File: src/hw/rtl/ffca_ram.sv
`timescale 1ns / 1ps
module ffca_ram #(
   parameter int WIDTH = 8,
   parameter int DEPTH = 16
) (
   input  logic                     clock,
   input  logic                     wr_en,
   input  logic [$clog2(DEPTH)-1:0] wr_addr,
   input  logic [WIDTH-1:0]         wr_data,
   input  logic [$clog2(DEPTH)-1:0] rd_addr,
   output logic [WIDTH-1:0]         rd_data
);
   logic [WIDTH-1:0] mem [DEPTH];

   always_ff @(posedge clock) begin
      if (wr_en) begin
         mem[wr_addr] <= wr_data;
      end
      rd_data <= mem[rd_addr];
   end
endmodule

File: config.mk
export PLATFORM = sky130hd
export DESIGN_NAME = ffca_ram
export DESIGN_NICKNAME = d
export VERILOG_FILES = /design/src/hw/rtl/ffca_ram.sv
export SDC_FILE = /design/constraint.sdc
export NUM_CORES = 1
export LEC_CHECK = 0
export BUFFER_PORTS_ARGS = -buffer_cell sky130_fd_sc_hd__buf_2
export CORE_MARGIN = 2
export CORE_UTILIZATION = 60
export DETAILED_ROUTE_END_ITERATION = 16
export GPL_TIMING_DRIVEN = 0
export PLACE_DENSITY = 0.82
export RECOVER_POWER = 50
export SLEW_MARGIN = 5
export SYNTH_ARGS = -nofsm -noshare
export SYNTH_HDL_FRONTEND = slang
export SYNTH_SLANG_ARGS = --single-unit
File: constraint.sdc
create_clock -name clock -period 3.65 [get_ports clock]
set_input_delay 0.365 -clock clock [delete_from_list [all_inputs] [get_ports clock]]
set_output_delay 0.365 -clock clock [all_outputs]
set_load 0.05 [all_outputs]
==> impl_metrics.json, run 1 <==
{
  "fin_tns_setup_ps": 0,
  "seq_area_frac_synth": 0.778,
  "synth-seq-cells": 136,
  "clkTransAtPathRegs_ps": 60,
  "io_pins": 26,
  "slowest_stage": "nor3_1",
  "drive_above_1_share": 0.253,
  "ctsResizeCount": 0,
  "post_cts_buffers": 0,
  "whs_endpoint": "rd_data[0]",
  "root_buffer": "clkbuf_8",
  "tightest_slew_ps": 1240,
  "postSynthCellCount": 229,
  "rsz0062_at_grt": "false",
  "timing.fmax_mhz": 544,
  "syn_to_final_growth_pct": 16.3,
  "cts_sinks": 136,
  "diodes": 0,
  "drtPass1Iterations": 5,
  "r2r-end": "rd_data[7]",
  "required_ps": 3780,
  "leakage_uw": 0.00200,
  "drcViolationCount": 0,
  "yosys_warnings": 0,
  "drv_cap": 0,
  "mostFrequentLayoutCell": "edfxtp_1",
  "postRouteAntennaNets": 0,
  "finalCritPeriodShare": 0.504,
  "vdd_drop_max_mv": 0.363,
  "skew_ps": 5.09,
  "route.vias.total": 2561,
  "timing.slew.headroom": 0.168,
  "portBuffers": 24,
  "crit_path_end_kind": "flip-flop",
  "final_cell_mix": "edfxtp_1 (128), buf_2 (18), mux4_2 (18)",
  "clock_latency_ps": 520,
  "h-tree-depth": 4,
  "grt_pass1_wl_mm": 15.5,
  "reg2reg_depth": 3,
  "die_h_um": 96.6,
  "syn_area_per_cell_um2": 22.5,
  "die_area_mm2": 0.00934,
  "setup_viol": 0,
  "wl_per_cell_um": 26.4,
  "critPathMaxFanout": 8,
  "grt_antenna_before_repair": 0,
  "cts_tree": "built",
  "grt.total_usage": 0.233,
  "finalCriticalPeriod_ps": 1840,
  "hold_path.class": "in2reg",
  "clk_path_buf_depth": 2,
  "start_util": 0.623,
  "grt_max_degree": 17,
  "slowest_delay_ps": 950,
  "drtIter0Drc": 340,
  "fin_nets": 290,
  "viasPerCell": 6.57,
  "status": "complete, no violations",
  "hpwl_mm": 5.98,
  "place_congestion": 0.708,
  "cp.arrival_ps": 1970,
  "grt_pass1_vias": 2510,
  "ctsHoldBuffers": 0,
  "hold_violations": 0,
  "ys_types": 19,
  "placementRows": 33,
  "r2r_start": "mem[6][7]",
  "wl_mm": 10.3,
  "worst_hold_path.num_cells": 4,
  "gr-total-overflow": 0,
  "utilization": 0.725,
  "worst-setup-path-type": "in2reg",
  "power_density_mw_per_mm2": 613,
  "start_kind": "input pin",
  "netlist_area_mm2": 0.00515,
  "cts_buffers": 17,
  "drv_slew": 0,
  "r2r_slack_ps": 2190,
  "syn_nets": 247,
  "path_cells": "buf_2 -> or3b_2 -> nor3_1",
  "dieWidth_um": 96.6,
  "hold_path.startpoint": "rd_addr[1]",
  "core-area_mm2": 0.00826
}
==> power by group <==
part           switching [uW]  internal (uW)
sequential               9.81           1750
clock                     611           1100
combinational             133           67.8
total                     754           2910
==> logic make-up (layout without fill, tap and decap cells) <==
logic type | Yosys count | count (layout) | share of synthesized area
AOI/OAI and AO/OA | 16 | 16 | 0.0233
buffers and inverters | 10 | 66 | 0.0168
DFF | 136 | 136 | 0.778
muxes | 32 | 32 | 0.150
and+or+nand+nor | 35 | 35 | 0.0318
==> metrics by stage <==
stage	hold WS, ps	area [um2]	power (uW)	instances	setup slack, ps
3_5_place_dp	667	5400	1990	358	1330
4_1_cts	231	6000	3670	390	1830
5_1_grt	377	5980	3760	390	1700
6_report	376	5980	3670	390	1810
3_3_place_gp	656	5400	1980	358	1310
2_1_floorplan	464	5150	1910	229	1790
==> registers in the layout (all words and copies together) (netlist names) <==
signal / count
mem: 128
rd_data: 8
==> critical path, delay by kind of cell <==
kind / cells / cell delay (ps)
buf+inv: 1 / 110
simple gates: 2 / 1490
==> synth_stat cells, drive strengths merged <==
| cell type | instances | area [um2] |
|---|---|---|
| a22oi | 16 | 120 |
| and2 | 1 | 6.26 |
| and2b | 1 | 7.51 |
| buf | 7 | 56.3 |
| clkdlybuf4s25 | 3 | 30.0 |
| dfxtp | 8 | 160 |
| edfxtp | 128 | 3840 |
| mux4 | 32 | 773 |
| nand2 | 9 | 33.8 |
| nand2b | 2 | 12.5 |
| nand3 | 1 | 5.00 |
| nand3b | 2 | 15.0 |
| nor2 | 13 | 48.8 |
| nor2b | 1 | 6.26 |
| nor3 | 4 | 20.0 |
| or3b | 1 | 8.76 |
==> how the worst max path moves through the flow <==
stage | from | endpoint | slack [ps] | cells past startpoint
5_1_grt | wr_addr[2] | mem[0][1] | 1700 | 3
2_1_floorplan | wr_addr[2] | mem[0][0] | 1790 | 2
6_report | wr_addr[2] | mem[0][1] | 1810 | 3
3_3_place_gp | wr_addr[2] | mem[0][0] | 1310 | 3
4_1_cts | wr_addr[2] | mem[0][1] | 1830 | 3
3_5_place_dp | wr_addr[2] | mem[0][3] | 1330 | 3
==> routing by layer <==
layer / global-route usage / part of all wire / vias up
met5: 0 / 0 / -
met4: 0.0813 / 0.024 / 0
met3: 0.0708 / 0.093 / 27
met2: 0.353 / 0.50 / 192
met1: 0.330 / 0.39 / 1277
li1: - / - / 1065
==> area by class of cell <==
class / instances / area [um2]
Clock buffer: 17 / 414
Sequential cell: 136 / 4000
Timing Repair Buffer: 24 / 109
Tap cell: 105 / 131
Buffer: 10 / 86.3
Multi-Input combinational cell: 83 / 1060
Fill cell: 457 / 2270
Clock inverter: 15 / 183
No activity file was read; power rests on OpenSTA's default activity.
==> run 2, diff against run 1 <==
--- a/config.mk
+++ b/config.mk
@@ -7,10 +7,10 @@
 export LEC_CHECK = 0
 export BUFFER_PORTS_ARGS = -buffer_cell sky130_fd_sc_hd__buf_2
 export CORE_MARGIN = 2
-export CORE_UTILIZATION = 60
+export CORE_UTILIZATION = 54
 export DETAILED_ROUTE_END_ITERATION = 16
 export GPL_TIMING_DRIVEN = 0
-export PLACE_DENSITY = 0.82
+export PLACE_DENSITY = 0.78
 export RECOVER_POWER = 50
 export SLEW_MARGIN = 5
 export SYNTH_ARGS = -nofsm -noshare
==> constraint.sdc (replaced) <==
create_clock -name clock -period 1.5 [get_ports clock]
set_input_delay 0.15 -clock clock [delete_from_list [all_inputs] [get_ports clock]]
set_output_delay 0.15 -clock clock [all_outputs]
set_load 0.05 [all_outputs]
==> run 2 against run 1 <==
Wire length down 4.1%; die area increased by 11%; critical path type is now reg2reg; first-iteration DRC count down 22%; clock power grew 130%.
==> impl_metrics.json, run 2 (synthesized netlist as in run 1, its figures left out) <==
{
  "status": "complete, no violations",
  "fin_nets": 290,
  "required_ps": 1890,
  "hold_path.class": "in2reg",
  "die_h_um": 102,
  "drtIter0Drc": 264,
  "clk_path_buf_depth": 2,
  "vdd_drop_max_mv": 0.927,
  "regMostFlops": "mem",
  "postRouteAntennaNets": 0,
  "ctsHoldBuffers": 0,
  "power_density_mw_per_mm2": 1450,
  "post_cts_buffers": 0,
  "leakage_uw": 0.00200,
  "finalCriticalPeriod_ps": 1420,
  "timing.slew.headroom": 0.166,
  "wl_met2_mm": 4.85,
  "grt_pass1_wl_mm": 14.7,
  "drv_cap": 0,
  "root_buffer": "clkbuf_8",
  "wl_per_cell_um": 23.9,
  "grt_antenna_before_repair": 0,
  "grt_pass1_vias": 2432,
  "stdcell_area_mm2": 0.00600,
  "cts_buffers": 17,
  "grt_max_degree": 17,
  "portBuffers": 24,
  "viasPerCell": 5.89,
  "path_cells": "mux4_1 -> a22oi_2 -> nand2_1",
  "placed_area_mm2": 0.00543,
  "gr-total-overflow": 0,
  "io_pins": 26,
  "crit_path_end_kind": "flip-flop",
  "start_kind": "flip-flop",
  "wl_met1_mm": 4.08,
  "drcViolationCount": 0,
  "timing.fmax_mhz": 704,
  "dieWidth_um": 102,
  "drv_slew": 0,
  "setup_viol": 0,
  "routed.top_layer": "met4",
  "h-tree-depth": 4,
  "route.vias.total": 2438,
  "post-place-cells": 382,
  "diodes": 0,
  "finalCritPeriodShare": 0.947,
  "largest_reg_flops": 128,
  "die_area_mm2": 0.0103,
  "core-area_mm2": 0.00924,
  "cts_tree": "built",
  "hpwl_mm": 6.03,
  "tightest_slew_ps": 1240,
  "hold_slack_ps": 173,
  "clock_latency_ps": 510,
  "mostFrequentLayoutCell": "edfxtp_1",
  "fill_cells": 618,
  "top_regs": "mem (128), rd_data (8)",
  "slowest_stage": "mux4_1",
  "dr_wl_met3_um": 810,
  "grt.total_usage": 0.212,
  "worst-setup-path-type": "reg2reg",
  "cp.arrival_ps": 1810,
  "skew_ps": 7.81,
  "placementRows": 35,
  "cts_sinks": 136,
  "critPathMaxFanout": 1,
  "drive_above_1_share": 0.263,
  "place_congestion": 0.739,
  "wl_mm": 9.88,
  "rsz0062_at_grt": "false",
  "syn_to_final_growth_pct": 16.6,
  "final_cell_mix": "edfxtp_1 (128), buf_2 (18), mux4_2 (18)",
  "ctsResizeCount": 0,
  "clkTransAtPathRegs_ps": 60,
  "start_util": 0.557,
  "slowest_delay_ps": 570,
  "final_cells": 414,
  "drtPass1Iterations": 5,
  "hold_violations": 0
}
-- run 2: changes by cell type in the layout (fill, tap and decap cells not counted), moves of 2 or more --
cell | before | now
clkinvlp_4 | 2 | 0
clkinv_1 | 4 | 2
clkinv_2 | 3 | 5
clkinv_4 | 1 | 4
-- run 2: layout make-up --
type | count | area [um2] | area share
clock inverters | 14 | 158 | 0.0263
plain buffers | 10 | 86.3 | 0.0144
clock buffers | 18 | 418 | 0.0696
repair buffers | 24 | 109 | 0.0181
flip-flops and latches | 136 | 4000 | 0.667
well taps | 129 | 161 | 0.0269
multi-input cells | 83 | 1070 | 0.178
-- run 2: worst paths after layout --
path	start	end	slack (ps)	depth (start not counted)
max reg2reg	mem[9][5]	rd_data[5]	80	3
max	mem[9][5]	rd_data[5]	80	3
min reg2reg	mem[11][7]	rd_data[7]	690	3
min	wr_addr[1]	mem[0][7]	170	2
-- run 2: metrics by stage --
step	setup TNS [ps]	utilization	setup WS (ps)	total power, uW
6_report	0	0.650	80.0	8730
4_1_cts	0	0.650	23.0	8790
3_5_place_dp	-20770	0.588	-424	4840
3_3_place_gp	-17790	0.588	-426	4810
5_1_grt	0	0.650	16.7	8990
2_1_floorplan	0	-	83.9	4650
-- run 2: per-layer routing --
layer	GRT usage	vias up
met5	0	-
met4	0.0811	0
met3	0.0476	10
met2	0.312	119
met1	0.316	1245
li1	-	1064
-- run 2: worst max-delay path, delay by kind of cell (launching register included) --
family | cells | cell delay [ps]
compound gates | 1 | 230
flops | 1 | 420
mux | 1 | 570
simple gates | 1 | 80
-- run 2: where the power goes --
part	internal, uW	switching (uW)
clock	2510	1460
sequential	4250	21.4
combinational	166	321
